### config.mk
export PLATFORM = sky130hd
export DESIGN_NAME = angle_outlier_reject_filter
export DESIGN_NICKNAME = d
export VERILOG_FILES = /design/src/rtl/aorf_pkg.sv /design/src/rtl/aorf_wrap.sv /design/src/rtl/aorf_state.sv /design/src/rtl/angle_outlier_reject_filter.sv
export SDC_FILE = /design/constraint.sdc
export NUM_CORES = 1
export LEC_CHECK = 0
export BUFFER_PORTS_ARGS = -buffer_cell sky130_fd_sc_hd__buf_2
export CELL_PAD_IN_SITES_DETAIL_PLACEMENT = 0
export CELL_PAD_IN_SITES_GLOBAL_PLACEMENT = 1
export CORE_MARGIN = 5
export CORE_UTILIZATION = 47
export CTS_CLUSTER_DIAMETER = 30
export DETAILED_ROUTE_END_ITERATION = 16
export GPL_ROUTABILITY_DRIVEN = 0
export GPL_TIMING_DRIVEN = 0
export MAX_ROUTING_LAYER = met4
export PLACE_DENSITY_LB_ADDON = 0.1
export SKIP_CTS_REPAIR_TIMING = 1
export SKIP_LAST_GASP = 1
export SLEW_MARGIN = 20
export SYNTH_ARGS = -nofsm -noshare
export SYNTH_HDL_FRONTEND = slang
export SYNTH_SLANG_ARGS = --single-unit
### constraint.sdc
create_clock -name clk -period 14.39 [get_ports clk]
set_clock_uncertainty 0.2 [all_clocks]
set_input_delay 0.7195 -clock clk [delete_from_list [all_inputs] [get_ports clk]]
set_output_delay 0.7195 -clock clk [all_outputs]
set_load 0.03 [all_outputs]
### src/rtl/aorf_pkg.sv
// Package for the angle outlier reject filter.
// Holds the request codes, register indexes, angle constants, the result struct
// and the residue table used by the angle wrap logic. It depends on nothing.
`default_nettype none

package aorf_pkg;

  // Angle format: 1/16 degree units.
  localparam int ANGLE_W    = 16;
  localparam int THRESH_W   = 8;
  localparam int HALF_TURN  = 2880;
  localparam int FULL_TURN  = 5760;

  // Configuration port.
  localparam int CFG_INDEX_W = 1;
  localparam int CFG_DATA_W  = THRESH_W;
  localparam logic [CFG_INDEX_W-1:0] REG_DEVIATION = 1'b0;
  localparam logic [CFG_INDEX_W-1:0] REG_TRUST     = 1'b1;

  // Request kinds carried with each input item.
  typedef enum logic [1:0] {
    REQ_SAMPLE  = 2'd0,
    REQ_CAPTURE = 2'd1,
    REQ_RELEASE = 2'd2
  } req_t;

  // State after one request has been applied.
  typedef struct packed {
    logic signed [ANGLE_W-1:0] angle;
    logic                      referenced;
  } aorf_result_t;

  // Residue of (hi * 64) floor-mod 45 for a 5-bit signed hi.
  // 5760 = 45 * 128, so this reduces the upper digit of the wrapped value.
  function automatic logic [5:0] hi_residue(input logic [4:0] hi);
    logic [5:0] res;
    unique case (hi)
      5'd0:  res = 6'd0;
      5'd1:  res = 6'd19;
      5'd2:  res = 6'd38;
      5'd3:  res = 6'd12;
      5'd4:  res = 6'd31;
      5'd5:  res = 6'd5;
      5'd6:  res = 6'd24;
      5'd7:  res = 6'd43;
      5'd8:  res = 6'd17;
      5'd9:  res = 6'd36;
      5'd10: res = 6'd10;
      5'd11: res = 6'd29;
      5'd12: res = 6'd3;
      5'd13: res = 6'd22;
      5'd14: res = 6'd41;
      5'd15: res = 6'd15;
      5'd16: res = 6'd11;
      5'd17: res = 6'd30;
      5'd18: res = 6'd4;
      5'd19: res = 6'd23;
      5'd20: res = 6'd42;
      5'd21: res = 6'd16;
      5'd22: res = 6'd35;
      5'd23: res = 6'd9;
      5'd24: res = 6'd28;
      5'd25: res = 6'd2;
      5'd26: res = 6'd21;
      5'd27: res = 6'd40;
      5'd28: res = 6'd14;
      5'd29: res = 6'd33;
      5'd30: res = 6'd7;
      5'd31: res = 6'd26;
      default: res = 6'd0;
    endcase
    return res;
  endfunction

endpackage

`default_nettype wire

### src/rtl/aorf_wrap.sv
// Relative angle logic for the angle outlier reject filter.
// Computes ((angle - reference + 2880) floor-mod 5760) - 2880 without a divider.
// Depends on aorf_pkg.
`default_nettype none

module aorf_wrap
  import aorf_pkg::*;
(
  input  wire logic signed [ANGLE_W-1:0] angle,
  input  wire logic signed [ANGLE_W-1:0] base_angle,
  output logic signed [ANGLE_W-1:0]      rel_angle
);

  logic signed [ANGLE_W+1:0] offset;
  logic [4:0]                hi;
  logic [5:0]                lo;
  logic [6:0]                digit_sum;
  logic [5:0]                digit_mod;
  logic [12:0]               turn_pos;

  always_comb begin
    // Shifted difference needs two extra bits to hold its full range.
    offset = {{2{angle[ANGLE_W-1]}}, angle} - {{2{base_angle[ANGLE_W-1]}}, base_angle}
             + (ANGLE_W+2)'(HALF_TURN);

    // offset = (hi * 64 + lo) * 128 + low7, and 5760 = 45 * 128.
    hi = offset[ANGLE_W+1:13];
    lo = offset[12:7];

    // Reduce hi * 64 + lo modulo 45; the sum stays below three times 45.
    digit_sum = {1'b0, hi_residue(hi)} + {1'b0, lo};
    if (digit_sum >= 7'd90) begin
      digit_mod = 6'(digit_sum - 7'd90);
    end else if (digit_sum >= 7'd45) begin
      digit_mod = 6'(digit_sum - 7'd45);
    end else begin
      digit_mod = digit_sum[5:0];
    end

    // Position within the turn, 0 to 5759, then recentered.
    turn_pos  = {digit_mod, offset[6:0]};
    rel_angle = signed'({3'b000, turn_pos} - ANGLE_W'(HALF_TURN));
  end

endmodule

`default_nettype wire

### src/rtl/aorf_state.sv
// Filter state and update logic for the angle outlier reject filter.
// Holds the filtered angle, reference and deviation count; uses aorf_wrap
// and aorf_pkg.
`default_nettype none

module aorf_state
  import aorf_pkg::*;
(
  input  wire logic                      clk,
  input  wire logic                      rst,
  input  wire logic                      step,
  input  wire logic [1:0]                req,
  input  wire logic signed [ANGLE_W-1:0] angle,
  input  wire logic [THRESH_W-1:0]       dev_thresh,
  input  wire logic [THRESH_W-1:0]       trust_thresh,
  output aorf_result_t                   result_next
);

  logic signed [ANGLE_W-1:0] held_angle;
  logic signed [ANGLE_W-1:0] reference_angle;
  logic                      reference_active;
  logic [THRESH_W-1:0]       deviation_count;

  logic signed [ANGLE_W-1:0] held_angle_next;
  logic signed [ANGLE_W-1:0] reference_angle_next;
  logic                      reference_active_next;
  logic [THRESH_W-1:0]       deviation_count_next;

  logic signed [ANGLE_W-1:0] rel_angle;
  logic signed [ANGLE_W-1:0] sample;
  logic [ANGLE_W-1:0]        diff;
  logic [ANGLE_W:0]          diff_mag;
  logic [THRESH_W-1:0]       count_inc;
  logic                      near;

  aorf_wrap u_wrap (
    .angle      (angle),
    .base_angle (reference_angle),
    .rel_angle  (rel_angle)
  );

  // Sample acceptance: near samples at once, deviating ones after enough repeats.
  always_comb begin
    sample    = reference_active ? rel_angle : angle;
    diff      = held_angle - sample;
    diff_mag  = diff[ANGLE_W-1] ? ((ANGLE_W+1)'(0) - {1'b1, diff}) : {1'b0, diff};
    near      = diff_mag < {{(ANGLE_W+1-THRESH_W){1'b0}}, dev_thresh};
    count_inc = deviation_count + 1'b1;

    held_angle_next       = held_angle;
    reference_angle_next  = reference_angle;
    reference_active_next = reference_active;
    deviation_count_next  = deviation_count;

    unique case (req)
      REQ_SAMPLE: begin
        if (near || (count_inc >= trust_thresh)) begin
          held_angle_next      = sample;
          deviation_count_next = '0;
        end else begin
          deviation_count_next = count_inc;
        end
      end
      REQ_CAPTURE: begin
        reference_angle_next  = held_angle;
        reference_active_next = 1'b1;
      end
      REQ_RELEASE: begin
        reference_active_next = 1'b0;
      end
      default: begin
        // Unused request code leaves the state as it is.
      end
    endcase

    result_next.angle      = held_angle_next;
    result_next.referenced = reference_active_next;
  end

  // State registers advance once per request taken into the result stage.
  always_ff @(posedge clk) begin
    if (rst) begin
      held_angle       <= '0;
      reference_angle  <= '0;
      reference_active <= 1'b0;
      deviation_count  <= '0;
    end else if (step) begin
      held_angle       <= held_angle_next;
      reference_angle  <= reference_angle_next;
      reference_active <= reference_active_next;
      deviation_count  <= deviation_count_next;
    end
  end

endmodule

`default_nettype wire

### src/rtl/angle_outlier_reject_filter.sv
// Angle outlier reject filter.
//
// Input stream: s_tdata carries a 16-bit signed angle in 1/16 degree, s_tuser the
// request kind (sample, capture reference, release reference). Every request
// gives one result on the output stream: m_tdata is the filtered angle after the
// request, m_tuser the referenced flag.
// A sample whose wrapped distance to the filtered angle is below the deviation
// threshold replaces it at once; otherwise the sample replaces it once the count
// of deviating samples reaches the trust threshold. While a reference is held,
// samples are first wrapped into +/- 180 degrees around it.
// Thresholds are written through the cfg port (index 0 deviation, 1 trust), which
// is always ready; write them only while no request is in flight.
// A request passes from the input register through the update logic into the
// result register. One request per cycle is sustained while m_tready stays high;
// the filtered angle loops back from its state register through the update logic.
// When the receiver stalls, the result register holds and the input register
// keeps taking one more request before s_tready drops.
// Reset clears thresholds, filtered angle, reference and count, and empties both
// registers.
// Depends on aorf_pkg and aorf_state.
`default_nettype none

module angle_outlier_reject_filter
  import aorf_pkg::*;
(
  input  wire logic                   clk,
  input  wire logic                   rst,
  // Request stream.
  input  wire logic                   s_tvalid,
  output logic                        s_tready,
  input  wire logic [15:0]            s_tdata,   // [15:0] angle
  input  wire logic [1:0]             s_tuser,   // [1:0] req_type
  // Result stream.
  output logic                        m_tvalid,
  input  wire logic                   m_tready,
  output logic [15:0]                 m_tdata,   // [15:0] filtered_angle
  output logic                        m_tuser,   // [0] referenced
  // Threshold writes.
  input  wire logic                   cfg_valid,
  output logic                        cfg_ready,
  input  wire logic [CFG_INDEX_W-1:0] cfg_index,
  input  wire logic [CFG_DATA_W-1:0]  cfg_data
);

  logic [THRESH_W-1:0]       dev_thresh;
  logic [THRESH_W-1:0]       trust_thresh;

  logic                      in_valid;
  logic [1:0]                in_req;
  logic signed [ANGLE_W-1:0] in_angle;

  logic                      out_valid;
  aorf_result_t              out_result;
  aorf_result_t              result_next;

  logic                      advance;
  logic                      step;

  // Handshake: the result register frees when empty or taken.
  assign advance   = !out_valid || m_tready;
  assign step      = in_valid && advance;
  assign s_tready  = !in_valid || advance;
  assign cfg_ready = 1'b1;

  assign m_tvalid = out_valid;
  assign m_tdata  = out_result.angle;
  assign m_tuser  = out_result.referenced;

  // Threshold registers.
  always_ff @(posedge clk) begin
    if (rst) begin
      dev_thresh   <= '0;
      trust_thresh <= '0;
    end else if (cfg_valid) begin
      unique case (cfg_index)
        REG_DEVIATION: dev_thresh   <= cfg_data;
        REG_TRUST:     trust_thresh <= cfg_data;
        default: begin
        end
      endcase
    end
  end

  // Input register.
  always_ff @(posedge clk) begin
    if (rst) begin
      in_valid <= 1'b0;
    end else if (s_tvalid && s_tready) begin
      in_valid <= 1'b1;
    end else if (advance) begin
      in_valid <= 1'b0;
    end
    if (s_tvalid && s_tready) begin
      in_req   <= s_tuser;
      in_angle <= signed'(s_tdata);
    end
  end

  aorf_state u_state (
    .clk          (clk),
    .rst          (rst),
    .step         (step),
    .req          (in_req),
    .angle        (in_angle),
    .dev_thresh   (dev_thresh),
    .trust_thresh (trust_thresh),
    .result_next  (result_next)
  );

  // Result register.
  always_ff @(posedge clk) begin
    if (rst) begin
      out_valid <= 1'b0;
    end else if (advance) begin
      out_valid <= in_valid;
    end
    if (step) begin
      out_result <= result_next;
    end
  end

endmodule

`default_nettype wire

==> impl_metrics.tcl <==
set metrics [dict create \
    cp-end-kind "register" \
    rsz0062_at_grt "no" \
    cp.arrival_ns 13.38 \
    yosys.area_share.simple 0.2155 \
    hold_depth 2 \
    vdd_drop_max_v 0.0001097 \
    clock_path_buffers 2 \
    min_to "trust_thresh[6]$_SDFFE_PP0P_" \
    ff2ff_path_depth 60 \
    finalHoldViolations 0 \
    synthAdderAreaFrac 0.1133 \
    synth_xor_xnor_area_share 0.04541 \
    postLayoutSetupSlackWorst_ns 0.9090 \
    synth_most_common_cell "nand2_1" \
    slowest_stage "fa_2" \
    final_layout_size_suffix_gt1_frac 0.1210 \
    setup_viol 0 \
    cts_root_buffer "clkbuf_16" \
    cp.required_ns 14.29 \
    grt_max_degree 23 \
    synth.cells.most_frequent "nand2_1 (107), inv_1 (79), nor2_1 (78), a21oi_1 (77), ha_1 (66)" \
    ys_seq_area_frac 0.2823 \
    synth-main-ff-cell "dfxtp_1" \
    synth_top_family_by_area "simple AND/OR/NAND/NOR gates" \
    synth-compound-area-share 0.2152 \
    cts.sinks 94 \
    synthDistinctLibCells 87 \
    core_area_sq_um 16520 \
    htreeDepth 3 \
    die_h_um 139.7 \
    slew_violations 0 \
    grt_usage 0.2117 \
    synthMuxAreaShare 0.07199 \
    yosys.area.top_type "dfxtp_1" \
    die_w_um 139.7 \
    grt_antenna_before_repair 0 \
    r2r_start "in_angle[0]$_DFFE_PP_" \
    start_kind "register" \
    start_util 0.4785 \
    drt-initial-drc-count 363 \
    ant_nets 0 \
    routed_wirelength_um 20260 \
    cts_inserted_buffers 9 \
    powerDensity_nw_per_um2 147.3 \
    critPathMaxStageDelay_ns 0.60 \
    final_net_count 1137 \
    routed-via-count 6976 \
    synthToLayoutAreaGrowth_pct 12.26 \
    cts_tree "built" \
    syn-num-nets 1071 \
    synth.avg_cell_area_sq_um 8.152 \
    max_freq_ghz 0.07418 \
    synthTopCellsByArea "dfxtp_1 (15%), edfxtp_1 (13%), ha_1 (10%)" \
    grt_pass1_wl_um 32840 \
    async_flop_share 0 \
    die_area_sq_um 19520 \
    path_class "reg -> reg" \
    maxCapViolations 0 \
    core.rowCount 47 \
    syn_inst 970 \
    r2r_end "m_tdata[9]$_DFFE_PP_" \
    r2r_setup_slack_ns 0.91 \
    vias_per_cell 5.532 \
    instances_no_fill 1261 \
    overflow 0 \
    post-place-ws_ns -0.6076 \
    synth-seq-cells 94 \
    finalCritPeriodShare 0.9368 \
    yosys_warnings 0 \
    hp-start "trust_thresh[6]$_SDFFE_PP0P_" \
    io_pins 52 \
    wl_per_cell_um 16.07 \
    tightest_slew_ns 0.8806 \
    cp_common_cell "ha_1" \
    drc 0 \
    syn_area_sq_um 7908 \
    finalWorstPathRequiredPeriod_ns 13.48 \
    p_leak_uw 0.003540 \
    outcome "completed" \
    synth_edf_count 35 \
    dp_hpwl_um 15770 \
    first_pass_iters 5 \
    hold_class "reg -> reg" \
    postLayoutCoreUtil 0.5372 \
    crit_fanout 10 \
    io_buffer_count 50 \
    antenna_cells 0 \
    clk_latency_ns 0.36 \
    grt_pass1_vias 6519 \
    finalPower_uw 1307 \
    dp.cells 1240 \
    clk_pin_slew_worst_paths_ns 0.08 \
    synth_top_cell_area_share 0.1494 \
    max_slew_margin 0.4129 \
    fill_cells 1613 \
]
worst max-delay path: cells and delay by family (launching register included):
family | cells | cell delay (ns)
multiplexers | 4 | 1.20
flip-flops | 1 | 0.33
buffers and inverters | 8 | 1.07
AO/OA/AOI/OAI | 26 | 5.70
XOR/XNOR | 1 | 0.15
AND/OR/NAND/NOR | 13 | 1.94
adder cells (fa/ha/maj) | 8 | 2.60
flip-flops by register name, summed over array words and instances (netlist names):
| signal | cells |
|---|---|
| trust_thresh | 8 |
| u_state.reference_angle | 16 |
| in_valid | 1 |
| m_tvalid | 1 |
| u_state.deviation_count | 8 |
| in_req | 2 |
| m_tdata | 16 |
| u_state.held_angle | 16 |
| dev_thresh | 8 |
| u_state.reference_active | 1 |
| m_tuser | 1 |
| in_angle | 16 |
area by class of cell:
cell class | count | area [sq um] | area share
clock buffer | 9 | 225.2 | 0.02537
tap | 220 | 275.3 | 0.03101
timing repair buffer | 56 | 307.8 | 0.03467
buffer | 31 | 136.4 | 0.01536
inverter | 81 | 304.0 | 0.03425
sequential | 94 | 2232 | 0.2514
clock inverter | 7 | 75.07 | 0.008457
multi-input combinational | 763 | 5321 | 0.5994
placed cells by master, fill, tap and decap left out, types with 6 or more instances in the layout:
cell,n
nand2_1,106
inv_1,79
nor2_1,78
a21oi_1,76
ha_1,66
dfxtp_1,59
buf_2,52
o21ai_0,37
edfxtp_1,35
mux2i_1,31
nand3_1,31
nand2b_1,25
nor3_1,25
xnor2_1,24
clkbuf_1,23
nor2b_1,17
xor2_1,14
a21o_1,12
mux2_2,11
o21ai_1,10
and2_1,10
mux2_1,10
o21a_1,9
or3_1,9
clkbuf_16,9
a21boi_0,8
a31oi_1,8
o2111ai_1,8
o211ai_1,8
a211oi_1,7
and3_1,7
buf_4,7
o31ai_1,6
nand4_1,6
worst max-delay path by stage:
stage / from / end / slack [ns]
2_1_floorplan: in_angle[0]$_DFFE_PP_ / m_tdata[9]$_DFFE_PP_ / 1.95
3_3_place_gp: in_angle[0]$_DFFE_PP_ / m_tdata[7]$_DFFE_PP_ / -0.49
3_5_place_dp: in_angle[0]$_DFFE_PP_ / m_tdata[7]$_DFFE_PP_ / -0.61
4_1_cts: in_angle[0]$_DFFE_PP_ / m_tdata[7]$_DFFE_PP_ / -0.72
5_1_grt: u_state.reference_angle[1]$_SDFFE_PP0P_ / m_tdata[15]$_DFFE_PP_ / 0.03
6_report: in_angle[0]$_DFFE_PP_ / m_tdata[9]$_DFFE_PP_ / 0.91
stage by stage:
step           setup TNS (ns)  instance area, sq um  hold slack (ns)
2_1_floorplan               0                  7908           0.2363
3_3_place_gp           -8.885                  8433           0.2457
3_5_place_dp           -12.19                  8434           0.2473
4_1_cts                -15.71                  8735           0.2570
5_1_grt                     0                  8877           0.2741
6_report                    0                  8877           0.2562
logic make-up after synthesis:
kind of cell             after synthesis
adder cells (fa/ha/maj)               70
buffers and inverters                113
flip-flops                            94
other                                  1
AO/OA/AOI/OAI                        249
AND/OR/NAND/NOR                      349
multiplexers                          53
XOR/XNOR                              41
power breakdown:
part           internal, uW  switching, uW  leakage, uW
sequential              287           6.42     0.000816
clock                   123            117     0.000145
combinational           296            477      0.00258
total                   706            601      0.00354
metal layers:
metal | vias to the layer above | part of all wire | track usage
met1 | 3177 | 0.47 | 0.2700
met2 | 148 | 0.46 | 0.3467
met4 | 0 | 0.031 | 0.07751
met3 | 39 | 0.036 | 0.02539
li1 | 3612 | - | -
met5 | - | 0 | -
No activity file was read; power rests on OpenSTA's default activity.
